### config.mk
export PLATFORM = sky130hd
export DESIGN_NAME = radix_prefixed_integer_parser
export DESIGN_NICKNAME = d
export VERILOG_FILES = /design/src/rtl/rpip_pkg.sv /design/src/rtl/rpip_step.sv /design/src/rtl/radix_prefixed_integer_parser.sv
export SDC_FILE = /design/constraint.sdc
export NUM_CORES = 1
export LEC_CHECK = 0
export BUFFER_PORTS_ARGS = -buffer_cell sky130_fd_sc_hd__buf_2
export CAP_MARGIN = 5
export CELL_PAD_IN_SITES_DETAIL_PLACEMENT = 0
export CELL_PAD_IN_SITES_GLOBAL_PLACEMENT = 1
export CORE_UTILIZATION = 32
export DETAILED_ROUTE_END_ITERATION = 16
export PLACE_DENSITY = 0.63
export SYNTH_ARGS = -nofsm -noshare
export SYNTH_HDL_FRONTEND = slang
export SYNTH_SLANG_ARGS = --single-unit
### constraint.sdc
create_clock -name clk -period 4.55 [get_ports clk]
set_input_delay 0.455 -clock clk [delete_from_list [all_inputs] [get_ports clk]]
set_output_delay 0.455 -clock clk [all_outputs]
set_load 0.01 [all_outputs]
### src/rtl/rpip_pkg.sv
// Package with the shared types, codes and character constants of the integer parser.
`timescale 1ns / 1ps
`default_nettype none

package rpip_pkg;

    localparam int VALUE_BITS_DEF = 32;
    localparam int CH_BITS        = 8;
    localparam int OUT_BITS       = 32;
    localparam int DIGIT_BITS     = 5;

    localparam logic [1:0] PH_FIRST  = 2'd0;
    localparam logic [1:0] PH_SIGNED = 2'd1;
    localparam logic [1:0] PH_ZERO   = 2'd2;
    localparam logic [1:0] PH_DIGITS = 2'd3;

    localparam logic [1:0] RDX_DEC = 2'd0;
    localparam logic [1:0] RDX_HEX = 2'd1;
    localparam logic [1:0] RDX_OCT = 2'd2;
    localparam logic [1:0] RDX_BIN = 2'd3;

    localparam logic [CH_BITS-1:0] CH_PLUS   = 8'h2B;
    localparam logic [CH_BITS-1:0] CH_MINUS  = 8'h2D;
    localparam logic [CH_BITS-1:0] CH_ZERO   = 8'h30;
    localparam logic [CH_BITS-1:0] CH_NINE   = 8'h39;
    localparam logic [CH_BITS-1:0] CH_UP_A   = 8'h41;
    localparam logic [CH_BITS-1:0] CH_UP_F   = 8'h46;
    localparam logic [CH_BITS-1:0] CH_LO_A   = 8'h61;
    localparam logic [CH_BITS-1:0] CH_LO_F   = 8'h66;
    localparam logic [CH_BITS-1:0] CH_LO_X   = 8'h78;
    localparam logic [CH_BITS-1:0] CH_LO_O   = 8'h6F;
    localparam logic [CH_BITS-1:0] CH_LO_B   = 8'h62;
    localparam logic [CH_BITS-1:0] CASE_BIT  = 8'h20;

    localparam logic [DIGIT_BITS-1:0] NO_DIGIT = 5'd16;

    typedef struct packed {
        logic [1:0] phase;
        logic       negative;
        logic [1:0] radix;
        logic       failed;
    } ctl_t;

    localparam ctl_t CTL_RESET = '{phase: PH_FIRST, negative: 1'b0, radix: RDX_DEC,
                                   failed: 1'b0};

    // Value of a hexadecimal digit character, or NO_DIGIT for any other character.
    function automatic logic [DIGIT_BITS-1:0] digit_of(input logic [CH_BITS-1:0] c);
        logic [DIGIT_BITS-1:0] d;
        begin
            d = NO_DIGIT;
            if (c >= CH_ZERO && c <= CH_NINE)
            begin
                d = DIGIT_BITS'(c - CH_ZERO);
            end
            else if (c >= CH_UP_A && c <= CH_UP_F)
            begin
                d = DIGIT_BITS'(c - CH_UP_A + 8'd10);
            end
            else if (c >= CH_LO_A && c <= CH_LO_F)
            begin
                d = DIGIT_BITS'(c - CH_LO_A + 8'd10);
            end
            return d;
        end
    endfunction

    function automatic logic [DIGIT_BITS-1:0] base_of(input logic [1:0] r);
        logic [DIGIT_BITS-1:0] b;
        begin
            case (r)
                RDX_HEX: b = 5'd16;
                RDX_OCT: b = 5'd8;
                RDX_BIN: b = 5'd2;
                default: b = 5'd10;
            endcase
            return b;
        end
    endfunction

endpackage

`default_nettype wire

### src/rtl/rpip_step.sv
// Next-state logic of the parser for one character: prefix decode, digit check and accumulate.
`timescale 1ns / 1ps
`default_nettype none

module rpip_step #(
    parameter int VALUE_BITS = rpip_pkg::VALUE_BITS_DEF
) (
    input  rpip_pkg::ctl_t                ctl,
    input  logic [VALUE_BITS-1:0]         accum,
    input  logic [rpip_pkg::CH_BITS-1:0]  ch,
    input  logic                          last,
    output rpip_pkg::ctl_t                ctl_next,
    output logic [VALUE_BITS-1:0]         accum_next
);
    import rpip_pkg::*;

    logic [1:0]            dig_radix;
    logic [DIGIT_BITS-1:0] digit;
    logic                  digit_ok;
    logic [VALUE_BITS-1:0] scaled;
    logic [VALUE_BITS-1:0] sum;
    logic [CH_BITS-1:0]    lower;
    logic                  is_sign;

    // In the first positions a nonzero digit always starts a decimal number.
    assign dig_radix = (ctl.phase == PH_FIRST || ctl.phase == PH_SIGNED) ? RDX_DEC : ctl.radix;
    assign digit     = digit_of(ch);
    assign digit_ok  = digit < base_of(dig_radix);
    assign lower     = ch | CASE_BIT;
    assign is_sign   = (ch == CH_PLUS) || (ch == CH_MINUS);

    always_comb
    begin
        case (dig_radix)
            RDX_HEX: scaled = accum << 4;
            RDX_OCT: scaled = accum << 3;
            RDX_BIN: scaled = accum << 1;
            default: scaled = (accum << 3) + (accum << 1);
        endcase
    end

    assign sum = scaled + {{(VALUE_BITS - 4){1'b0}}, digit[3:0]};

    always_comb
    begin
        ctl_next   = ctl;
        accum_next = accum;
        if (!ctl.failed)
        begin
            case (ctl.phase)
                PH_FIRST, PH_SIGNED:
                begin
                    if (ctl.phase == PH_FIRST && is_sign)
                    begin
                        ctl_next.negative = (ch == CH_MINUS);
                        ctl_next.phase    = PH_SIGNED;
                        ctl_next.failed   = last;
                    end
                    else if (ch == CH_ZERO)
                    begin
                        ctl_next.radix = RDX_OCT;
                        ctl_next.phase = PH_ZERO;
                    end
                    else
                    begin
                        ctl_next.radix = RDX_DEC;
                        ctl_next.phase = PH_DIGITS;
                        if (digit_ok)
                        begin
                            accum_next = sum;
                        end
                        else
                        begin
                            ctl_next.failed = 1'b1;
                        end
                    end
                end
                PH_ZERO:
                begin
                    ctl_next.phase = PH_DIGITS;
                    if (lower == CH_LO_X)
                    begin
                        ctl_next.radix = RDX_HEX;
                    end
                    else if (lower == CH_LO_O)
                    begin
                        ctl_next.radix = RDX_OCT;
                    end
                    else if (lower == CH_LO_B)
                    begin
                        ctl_next.radix = RDX_BIN;
                    end
                    else if (digit_ok)
                    begin
                        accum_next = sum;
                    end
                    else
                    begin
                        ctl_next.failed = 1'b1;
                    end
                end
                default:
                begin
                    if (digit_ok)
                    begin
                        accum_next = sum;
                    end
                    else
                    begin
                        ctl_next.failed = 1'b1;
                    end
                end
            endcase
        end
    end

endmodule

`default_nettype wire

### src/rtl/radix_prefixed_integer_parser.sv
// Top level of the radix-prefixed integer parser: token state, finish stage and result register.
// Throughput: one character per cycle while in_ready is high; in_ready drops when the finish stage holds
// a result that cannot advance. A token's result passes the finish register, then the result register.
// The digit check and the shift-add accumulate set the per-character path; the sign is
// applied in a separate finish stage ahead of the result register.
// Reset (rst_n low, asynchronous) clears the parse state and empties both result stages.
`timescale 1ns / 1ps
`default_nettype none

module radix_prefixed_integer_parser #(
    parameter int VALUE_BITS = rpip_pkg::VALUE_BITS_DEF
) (
    input  logic                                 clk,
    input  logic                                 rst_n,
    input  logic                                 in_valid,
    output logic                                 in_ready,
    input  logic [rpip_pkg::CH_BITS-1:0]         ch,
    input  logic                                 last,
    output logic                                 out_valid,
    input  logic                                 out_ready,
    output logic signed [rpip_pkg::OUT_BITS-1:0] value,
    output logic                                 bad
);
    import rpip_pkg::*;

    ctl_t                         ctl_reg;
    ctl_t                         ctl_next;
    logic [VALUE_BITS-1:0]        accum_reg;
    logic [VALUE_BITS-1:0]        accum_next;

    logic                         fin_valid_reg;
    logic                         fin_neg_reg;
    logic                         fin_bad_reg;
    logic [VALUE_BITS-1:0]        fin_accum_reg;

    logic                         out_valid_reg;
    logic [OUT_BITS-1:0]          value_reg;
    logic                         bad_reg;

    logic                         in_accept;
    logic                         fin_advance;
    logic [VALUE_BITS-1:0]        signed_accum;
    logic [VALUE_BITS+OUT_BITS-1:0] wide_accum;
    logic [OUT_BITS-1:0]          value_next;

    rpip_step #(
        .VALUE_BITS(VALUE_BITS)
    ) u_step (
        .ctl        (ctl_reg),
        .accum      (accum_reg),
        .ch         (ch),
        .last       (last),
        .ctl_next   (ctl_next),
        .accum_next (accum_next)
    );

    assign fin_advance = !out_valid_reg || out_ready;
    assign in_ready    = !fin_valid_reg || fin_advance;
    assign in_accept   = in_valid && in_ready;

    always_ff @(posedge clk or negedge rst_n)
    begin
        if (!rst_n)
        begin
            ctl_reg   <= CTL_RESET;
            accum_reg <= '0;
        end
        else if (in_accept)
        begin
            if (last)
            begin
                ctl_reg   <= CTL_RESET;
                accum_reg <= '0;
            end
            else
            begin
                ctl_reg   <= ctl_next;
                accum_reg <= accum_next;
            end
        end
    end

    always_ff @(posedge clk or negedge rst_n)
    begin
        if (!rst_n)
        begin
            fin_valid_reg <= 1'b0;
        end
        else if (in_accept && last)
        begin
            fin_valid_reg <= 1'b1;
        end
        else if (fin_advance)
        begin
            fin_valid_reg <= 1'b0;
        end
    end

    always_ff @(posedge clk)
    begin
        if (in_accept && last)
        begin
            fin_neg_reg   <= ctl_next.negative;
            fin_bad_reg   <= ctl_next.failed;
            fin_accum_reg <= accum_next;
        end
    end

    // The result keeps the low bits of the wrapped value, zero-filled when the value is narrower.
    assign signed_accum = fin_neg_reg ? ('0 - fin_accum_reg) : fin_accum_reg;
    assign wide_accum   = {{OUT_BITS{1'b0}}, signed_accum};
    assign value_next   = fin_bad_reg ? '0 : wide_accum[OUT_BITS-1:0];

    always_ff @(posedge clk or negedge rst_n)
    begin
        if (!rst_n)
        begin
            out_valid_reg <= 1'b0;
        end
        else if (fin_advance)
        begin
            out_valid_reg <= fin_valid_reg;
        end
    end

    always_ff @(posedge clk)
    begin
        if (fin_advance && fin_valid_reg)
        begin
            value_reg <= value_next;
            bad_reg   <= fin_bad_reg;
        end
    end

    assign out_valid = out_valid_reg;
    assign value     = value_reg;
    assign bad       = bad_reg;

endmodule

`default_nettype wire

==> results of run 1 <==
==> path summary, 6_finish.rpt <==
kind                               startpoint           endpoint  slack [ps]  cells after the start
min in group clk                    out_ready          out_valid         400                      3
worst min register to register  fin_valid_reg          out_valid         500                      1
max in group asynchronous               rst_n       accum_reg[7]        3670                      1
worst max-delay path             accum_reg[2]  fin_accum_reg[22]         470                     13
worst min-delay path                    rst_n      accum_reg[26]         260                      1
worst max register to register   accum_reg[2]  fin_accum_reg[22]         470                     13
==> cell families after synthesis <==
group	Yosys count
and+or+nand+nor	328
AOI/OAI and AO/OA	284
DFF	107
buffers and inverters	68
xor gates and xnor gates	62
adders and majority gates	45
muxes	15
==> power by group <==
part,switching (mW),internal [mW],leakage [nW],total [mW]
Combinational,0.233,0.142,2.35,0.375
Sequential,0.0445,1.08,1.19,1.13
Clock,0.365,0.379,0.137,0.744
==> cells in the mapped netlist, types with 4 or more instances <==
| master | n |
|---|---|
| a211o_1 | 4 |
| a211oi_1 | 8 |
| a21o_1 | 13 |
| a21oi_1 | 42 |
| a222oi_1 | 27 |
| a22o_1 | 20 |
| a31oi_1 | 6 |
| and2_1 | 8 |
| and3_1 | 5 |
| buf_1 | 4 |
| clkbuf_1 | 37 |
| dfrtp_1 | 40 |
| edfxtp_1 | 67 |
| ha_1 | 43 |
| inv_1 | 20 |
| mux2_2 | 4 |
| mux2i_1 | 11 |
| nand2_1 | 111 |
| nand2b_1 | 11 |
| nand3_1 | 20 |
| nand3b_1 | 5 |
| nand4_1 | 6 |
| nor2_1 | 73 |
| nor2b_1 | 7 |
| nor3_1 | 17 |
| nor3b_1 | 4 |
| nor4_1 | 5 |
| nor4b_1 | 4 |
| o2111ai_1 | 4 |
| o211a_1 | 4 |
| o211ai_1 | 7 |
| o21a_1 | 11 |
| o21ai_0 | 65 |
| o21ai_1 | 18 |
| o21bai_1 | 4 |
| o31a_1 | 4 |
| o31ai_1 | 14 |
| or2_2 | 6 |
| or3_1 | 17 |
| or4_1 | 9 |
| xnor2_1 | 18 |
| xor2_1 | 43 |
==> worst max-delay path, stage by stage, from the launching register on <==
cell and delay, ps:
dfrtp_1 430, ha_1 240, fa_1 420, a211oi_2 270
o21a_1 300, a21oi_1 130, or4_1 540, o21ai_1 300
nand3_1 200, or2_1 290, nor3_1 300, nand2_1 110
xor2_1 160, o21ai_0 110
==> per-layer routing <==
| layer | track usage [%] | share of wire (%) |
|---|---|---|
| met4 | 3.087 | 0.85 |
| met3 | 1.477 | 3.9 |
| met1 | 26.41 | 53 |
| met2 | 25.70 | 42 |
| met5 | 0 | 0 |
==> cell type report <==
cell class | instances | area (um2)
fillers | 2545 | 15920
flip-flops and latches | 107 | 3013
repair buffers | 94 | 588.1
clock buffers | 10 | 229.0
well taps | 330 | 412.9
clock inverters | 6 | 50.05
inverters | 22 | 82.58
multi-input cells | 734 | 4964
==> metrics by stage <==
step	hold WS, ps	instances
after floorplan	159.4	909
after global placement	458.9	1287
after CTS	294.1	1303
after global routing	335.5	1303
final	260.9	1303
after detailed placement	480.8	1287
==> impl_metrics.py, run 1 <==
metrics = {
    "outcome": {
        "status": "finished clean",
    },
    "placement": {
        "hpwl_mm": 17.06,
        "gp_congestion": 0.8072,
        "place_ws_ps": 193.2,
        "placed_area_um2": 9060,
        "port-buffer-count": 47,
    },
    "sta": {
        "slew-limit-headroom_pct": 34.60,
        "tightest_slew_ps": 980.9,
        "rsz0062_at_grt": "no",
        "fin_ws_ps": 470.4,
        "drv_slew": 0,
        "finalCritPeriodShare_pct": 89.66,
        "setup_tns_ps": 0,
        "hold_viol_final": 0,
        "fin_skew_ps": 14.25,
        "timing.final.crit_period_ps": 4080,
        "setup_viol": 0,
        "fmax_mhz": 245.1,
    },
    "synth": {
        "avgSynthCellArea_um2": 9.065,
        "yosysSeqAreaShare_pct": 36.56,
        "synth_compound_area_share_pct": 24.31,
        "synth_top_family_by_area": "compound AO/OA/AOI/OAI gates",
        "mappedNetlistArea_um2": 8240,
        "synth.distinct_cells": 82,
        "synth_seq_cells": 107,
        "yosys.area_share.xor_xnor_pct": 6.681,
        "synth_mux_area_share_pct": 1.883,
        "syn_nets": 967,
        "yosys.area.top_type": "edfxtp_1",
        "synth_edf_count": 67,
        "synthSimpleGateAreaFrac_pct": 20.22,
        "synthFlopType": "edfxtp_1",
        "async_flop_share_pct": 37.38,
        "synth_warnings": 0,
        "synthCells": 909,
        "netlist_top_cells_area": "edfxtp_1 24%, dfrtp_1 12%, ha_1 6.5%",
        "synth_adder_area_share_pct": 7.015,
        "yosysTopAreaCellShare_pct": 24.42,
    },
    "route": {
        "vias_per_cell": 5.445,
        "via_count": 7095,
        "detail-route-antenna-nets": 0,
        "routedWlPerCell_um": 16.85,
        "drtPass1Iterations": 7,
        "drc": 0,
        "routed_wl_mm": 21.96,
        "drtIter0Drc": 692,
    },
    "setup_path": {
        "cp.required_ps": 4630,
        "path_class": "reg -> reg",
        "worstPathMaxFanout": 5,
        "setup.worst_path.start_class": "register",
        "critPathCaptureType": "register",
        "arrival_ps": 4160,
    },
    "clock_tree": {
        "post_cts_buffers": 0,
        "htreeDepth": 3,
        "root_buffer": "clkbuf_16",
        "cts_made_buffers": 9,
        "ctsResizeCount": 0,
        "cts_tree": "done",
        "cts.reportedPaths.clkPinSlew_ps": 80,
        "cts.hold.buffers_added": 0,
        "clock_latency_ps": 350,
        "clkSinkCount": 107,
        "max-clock-path-buffers": 2,
    },
    "hold_path": {
        "hold_path.class": "in -> async",
    },
    "power": {
        "power_density_nw_per_um2": 240.7,
        "peakVddDrop_v": 0.0001724,
        "report.power.total_mw": 2.248,
        "p_leak_nw": 3.677,
    },
    "grt": {
        "grt_max_degree": 41,
        "grt_pass1_wl_mm": 36.09,
        "antenna_found_initial": 0,
        "grt_usage_pct": 17.08,
        "first_global_vias": 6617,
        "grt_overflow": 0,
    },
    "floorplan": {
        "core_area_um2": 25250,
        "ios": 48,
        "die_w_um": 162.5,
        "fp-row-count": 58,
        "die_area_um2": 26400,
        "die_h_um": 162.5,
        "initial_core_util_pct": 32.63,
    },
    "finish": {
        "nets": 1026,
        "syn_to_final_growth_pct": 13.33,
        "final_layout_size_suffix_gt1_share_pct": 15.01,
        "layout_commonest_cell": "nand2_1",
        "num_antenna_cells": 0,
        "final_area_um2": 9339,
        "final_cell_mix": "111 x nand2_1, 73 x nor2_1, 67 x edfxtp_1, 65 x o21ai_0",
        "final_util_pct": 36.98,
    },
    "flow_run": {
        "maxCapViolations": 0,
    },
}
Note: power is estimated with default switching activity, not from simulation.
==> run 2, diff against run 1 <==
- CORE_MARGIN: unset -> 8
- CTS_BUF_LIST: unset -> sky130_fd_sc_hd__clkbuf_16
- RECOVER_POWER: unset -> 25
==> impl_metrics.py, run 2 (synthesized netlist as in run 1, its figures left out) <==
metrics = {
    "outcome": {
        "status": "complete, but fails checks",
        "violations": "capacitance limit, slew limit",
    },
    "setup_path": {
        "arrival_ps": 4140,
        "critPathCaptureType": "register",
        "rrSetupSlack_ps": 490,
        "setup.worst_path.start_class": "register",
        "path_class": "reg -> reg",
        "worstRegToRegCells": 13,
        "worstPathMaxFanout": 5,
        "cp.required_ps": 4630,
    },
    "clock_tree": {
        "ctsResizeCount": 0,
        "clock_latency_ps": 350,
        "post_cts_buffers": 0,
        "htreeDepth": 3,
        "clkSinkCount": 107,
        "cts_tree": "done",
        "max-clock-path-buffers": 2,
        "root_buffer": "clkbuf_16",
        "cts.hold.buffers_added": 0,
        "cts_made_buffers": 9,
        "cts.reportedPaths.clkPinSlew_ps": 80,
    },
    "floorplan": {
        "die_area_um2": 31140,
        "core_area_um2": 25250,
        "ios": 48,
        "initial_core_util_pct": 32.63,
        "die_w_um": 176.5,
        "fp-row-count": 58,
        "die_h_um": 176.5,
    },
    "power": {
        "netSwitchingPower_uw": 632.7,
        "report.power.total_mw": 2.290,
        "pwr-share-clk_pct": 34.4,
        "power_density_nw_per_um2": 245.0,
        "peakVddDrop_v": 0.0001912,
        "pwr-share-comb_pct": 16.5,
        "sw_frac_of_total_pct": 27.63,
        "pwr-share-seq_pct": 49.2,
        "internal_power_mw": 1.657,
        "p_leak_nw": 3.635,
    },
    "finish": {
        "stdcell_count": 1305,
        "multiInputGateArea_um2": 4964,
        "num_antenna_cells": 0,
        "syn_to_final_growth_pct": 13.42,
        "layout_commonest_cell": "nand2_1",
        "nets": 1028,
        "final_area_um2": 9346,
        "final_layout_size_suffix_gt1_share_pct": 13.03,
        "final_cell_mix": "111 x nand2_1, 73 x nor2_1, 67 x edfxtp_1, 65 x o21ai_0, 49 x buf_4",
        "sequential_cell_area_um2": 3013,
        "fillCellCount": 2572,
    },
    "grt": {
        "use_met2_pct": 21.11,
        "top_usage_layer": "met2",
        "antenna_found_initial": 0,
        "grt_overflow": 0,
        "use_met1_pct": 20.67,
        "first_global_vias": 6599,
        "grt_usage_pct": 13.81,
        "grt_max_degree": 41,
        "grt_pass1_wl_mm": 35.45,
        "gr-usage-met3_pct": 1.090,
    },
    "route": {
        "detail-route-antenna-nets": 0,
        "drtPass1Iterations": 5,
        "vias_per_cell": 5.343,
        "drtIter0Drc": 660,
        "via_count": 6973,
        "drc": 0,
        "routedWlPerCell_um": 16.73,
        "routed_wl_mm": 21.83,
    },
    "sta": {
        "rsz0062_at_grt": "no",
        "drv_slew": 41,
        "tightest_slew_ps": 2289,
        "fmax_mhz": 246.1,
        "timing.final.crit_period_ps": 4064,
        "setup_viol": 0,
        "holdWs_ps": 388.2,
        "finalCritPeriodShare_pct": 89.32,
        "slew-limit-headroom_pct": -52.62,
        "setup_tns_ps": 0,
        "fin_skew_ps": 9.895,
        "hold_viol_final": 0,
    },
    "placement": {
        "placed_area_um2": 9075,
        "gp_congestion": 0.8090,
        "hpwl_mm": 17.10,
        "place_inst": 1289,
        "port-buffer-count": 47,
    },
    "hold_path": {
        "hold_path.class": "in -> reg",
        "holdPathStages": 3,
    },
    "flow_run": {
        "maxCapViolations": 1,
    },
}
[run 2: cell count changes in the layout (fill, tap and decap cells not counted), sizes merged]
cell / change
inv: +1
bufinv: +1
clkbuf: +21
buf: -20
clkinv: -1
[run 2: metrics by stage]
step	setup slack [ps]	utilization, %
3_5_place_dp	171.6	35.93
5_1_grt	154.9	37.01
2_1_floorplan	28.70	-
4_1_cts	451.1	37.12
6_report	486.0	37.01
3_3_place_gp	273.6	35.93
[run 2: cell type report]
type | count | area share, %
Clock buffer | 9 | 2.410
Clock inverter | 7 | 0.7898
Inverter | 22 | 0.8835
Multi-Input combinational cell | 734 | 53.11
Sequential cell | 107 | 32.24
Tap cell | 330 | 4.418
Timing Repair Buffer | 96 | 6.158
[run 2: routing by layer]
| metal | up-vias | wire length (um) |
|---|---|---|
| li1 | 3565 | - |
| met1 | 3259 | 11390 |
| met2 | 136 | 9283 |
| met3 | 13 | 916 |
| met4 | 0 | 240 |
| met5 | - | 0 |
[run 2: final timing paths]
path / from / to
max: accum_reg[2] / fin_accum_reg[22]
min: out_ready / out_valid
max reg2reg: accum_reg[2] / fin_accum_reg[22]
min reg2reg: fin_valid_reg / out_valid
max in group asynchronous: rst_n / accum_reg[7]
min in group asynchronous: rst_n / accum_reg[26]
[run 2: power groups by stage]
stage | clock (mW) | combinational, mW | sequential [mW]
floorplan | 0 | 0.246 | 1.14
global placement | 0 | 0.383 | 1.15
detailed placement | 0 | 0.382 | 1.15
CTS | 0.808 | 0.383 | 1.13
global route | 0.840 | 0.418 | 1.13
finish | 0.788 | 0.377 | 1.13
[run 2: critical path, cell delays in order (launching register included)]
cell,delay (ps)
dfrtp_1,430
ha_1,250
fa_1,420
a211oi_2,260
o21a_1,270
a21oi_1,120
or4_1,540
o21ai_1,320
nand3_1,200
or2_1,300
nor3_1,290
nand2_1,110
xor2_1,170
o21ai_0,120
==> run 3, diff against run 2 <==
==> constraint.sdc (replaced) <==
create_clock -name clk -period 4.55 [get_ports clk]
set_input_delay 0.91 -clock clk [delete_from_list [all_inputs] [get_ports clk]]
set_output_delay 0.91 -clock clk [all_outputs]
set_load 0.01 [all_outputs]
==> impl_metrics.py, run 3 (synthesized netlist as in run 1, its figures left out) <==
metrics = {
    "grt": {
        "grt_overflow": 0,
        "grt_pass1_wl_mm": 35.75,
        "grt_usage_pct": 13.88,
        "first_global_vias": 6522,
        "antenna_found_initial": 0,
        "grt_max_degree": 56,
    },
    "floorplan": {
        "die_h_um": 176.5,
        "die_area_um2": 31140,
        "initial_core_util_pct": 32.63,
        "core_area_um2": 25250,
        "die_w_um": 176.5,
        "ios": 48,
        "fp-row-count": 58,
    },
    "power": {
        "report.power.total_mw": 2.227,
        "peakVddDrop_v": 0.0002480,
        "sw_frac_of_total_pct": 28.07,
        "p_leak_nw": 3.688,
        "pwr-share-seq_pct": 50.8,
        "netSwitchingPower_uw": 625.2,
        "pwr-share-clk_pct": 32.5,
        "power_density_nw_per_um2": 237.6,
        "pwr-share-comb_pct": 16.7,
        "internal_power_mw": 1.602,
    },
    "finish": {
        "multiInputGateArea_um2": 4977,
        "sequential_cell_area_um2": 3013,
        "num_antenna_cells": 0,
        "final_layout_size_suffix_gt1_share_pct": 15.37,
        "nets": 1029,
        "layout_commonest_cell": "nand2_1",
        "fillCellCount": 2594,
        "syn_to_final_growth_pct": 13.79,
        "final_area_um2": 9376,
        "final_cell_mix": "111 x nand2_1, 73 x nor2_1, 67 x edfxtp_1, 65 x o21ai_0, 48 x buf_4",
    },
    "setup_path": {
        "rrSetupSlack_ps": 290,
        "timing.rr.start": "accum_reg[0]",
        "cp.required_ps": 4750,
        "reg2reg_to": "fin_accum_reg[30]",
        "crit_slowest_cell": "or4b_4",
        "worstPathMaxFanout": 5,
        "max_stage_delay_ps": 600,
        "setup.worst_path.start_class": "register",
        "worstRegToRegCells": 14,
        "crit_chain": "ha_1 > fa_1 > a211oi_2 > o21a_1 > a211oi_1 > o21ai_0 > a31oi_1 > or4b_4 > nor3_2 > nand3b_2 > nor4b_1 > nor2_1 > buf_4 > a21oi_1",
        "path_class": "reg -> reg",
        "arrival_ps": 4450,
        "critPathCaptureType": "register",
    },
    "route": {
        "routedWlPerCell_um": 16.68,
        "drc": 0,
        "met3_length_um": 873,
        "wl_met2_mm": 9.200,
        "met1_length_mm": 11.57,
        "drtIter0Drc": 688,
        "routed_wl_mm": 21.78,
        "via_count": 7044,
        "vias_per_cell": 5.394,
        "drtPass1Iterations": 5,
        "routed.top_layer": "met4",
        "detail-route-antenna-nets": 0,
    },
    "clock_tree": {
        "cts.hold.buffers_added": 0,
        "ctsResizeCount": 0,
        "root_buffer": "clkbuf_16",
        "clock_latency_ps": 350,
        "post_cts_buffers": 0,
        "cts_tree": "done",
        "max-clock-path-buffers": 2,
        "cts.reportedPaths.clkPinSlew_ps": 80,
        "htreeDepth": 3,
        "clkSinkCount": 107,
        "cts_made_buffers": 9,
    },
    "placement": {
        "placed_area_um2": 9095,
        "gp_congestion": 0.8073,
        "port-buffer-count": 47,
        "hpwl_mm": 17.05,
        "place_ws_ps": -70.63,
    },
    "outcome": {
        "status": "complete, but fails checks",
        "violations": "capacitance limit, slew limit",
    },
    "sta": {
        "fmax_mhz": 234.9,
        "rsz0062_at_grt": "no",
        "fin_ws_ps": 293.5,
        "finalCritPeriodShare_pct": 93.55,
        "hold_viol_final": 0,
        "setup_viol": 0,
        "slew-limit-headroom_pct": -51.78,
        "timing.final.crit_period_ps": 4256,
        "tightest_slew_ps": 2277,
        "fin_skew_ps": 15.50,
        "holdWs_ps": 495.9,
        "drv_slew": 75,
        "setup_tns_ps": 0,
    },
    "hold_path": {
        "min_to": "out_valid",
        "hold_path.class": "reg -> reg",
        "holdPathStages": 1,
        "min-delay-start": "fin_valid_reg",
    },
    "flow_run": {
        "maxCapViolations": 2,
    },
}
-- run 3: final cells by class --
| class | instances | share of cell area (%) |
|---|---|---|
| clock buffers | 9 | 2.402 |
| clock inverters | 7 | 0.5204 |
| inverters | 22 | 0.8807 |
| multi-input cells | 734 | 53.08 |
| flip-flops and latches | 107 | 32.13 |
| well taps | 330 | 4.404 |
| repair buffers | 97 | 6.579 |
-- run 3: how the worst max path moves through the flow --
stage | from | endpoint | slack [ps] | depth (start not counted)
after CTS | ch[1] | fin_accum_reg[21] | 300 | 20
after detailed placement | ch[1] | fin_accum_reg[21] | -70 | 20
after global routing | accum_reg[2] | fin_accum_reg[30] | 40 | 14
after global placement | ch[0] | fin_accum_reg[21] | 3 | 20
final | accum_reg[0] | fin_accum_reg[30] | 290 | 14
after floorplan | ctl_reg[5] | fin_accum_reg[21] | 30 | 20
-- run 3: critical path: cells and delay by family, from the launching register on --
family | cells | cell delay, ps
flops | 1 | 400
compound gates | 6 | 1330
fa+ha+maj | 2 | 690
buf+inv | 1 | 160
simple gates | 5 | 1530
-- run 3: per-layer routing --
metal,up-vias,GRT usage [%]
met2,138,21.19
met4,0,2.417
li1,3570,-
met5,-,0
met3,11,1.196
met1,3325,21.06
-- run 3: power groups by stage --
stage | clock [mW] | sequential [mW] | combinational (mW)
6_report | 0.724 | 1.13 | 0.373
2_1_floorplan | 0 | 1.14 | 0.246
4_1_cts | 0.745 | 1.13 | 0.378
5_1_grt | 0.784 | 1.14 | 0.417
3_5_place_dp | 0 | 1.15 | 0.377
3_3_place_gp | 0 | 1.15 | 0.376
-- run 3: stage by stage --
| step | utilization (%) | instances |
|---|---|---|
| floorplan | - | 909 |
| global route | 37.13 | 1306 |
| detailed placement | 36.01 | 1290 |
| CTS | 37.10 | 1306 |
| finish | 37.13 | 1306 |
| global placement | 36.01 | 1290 |
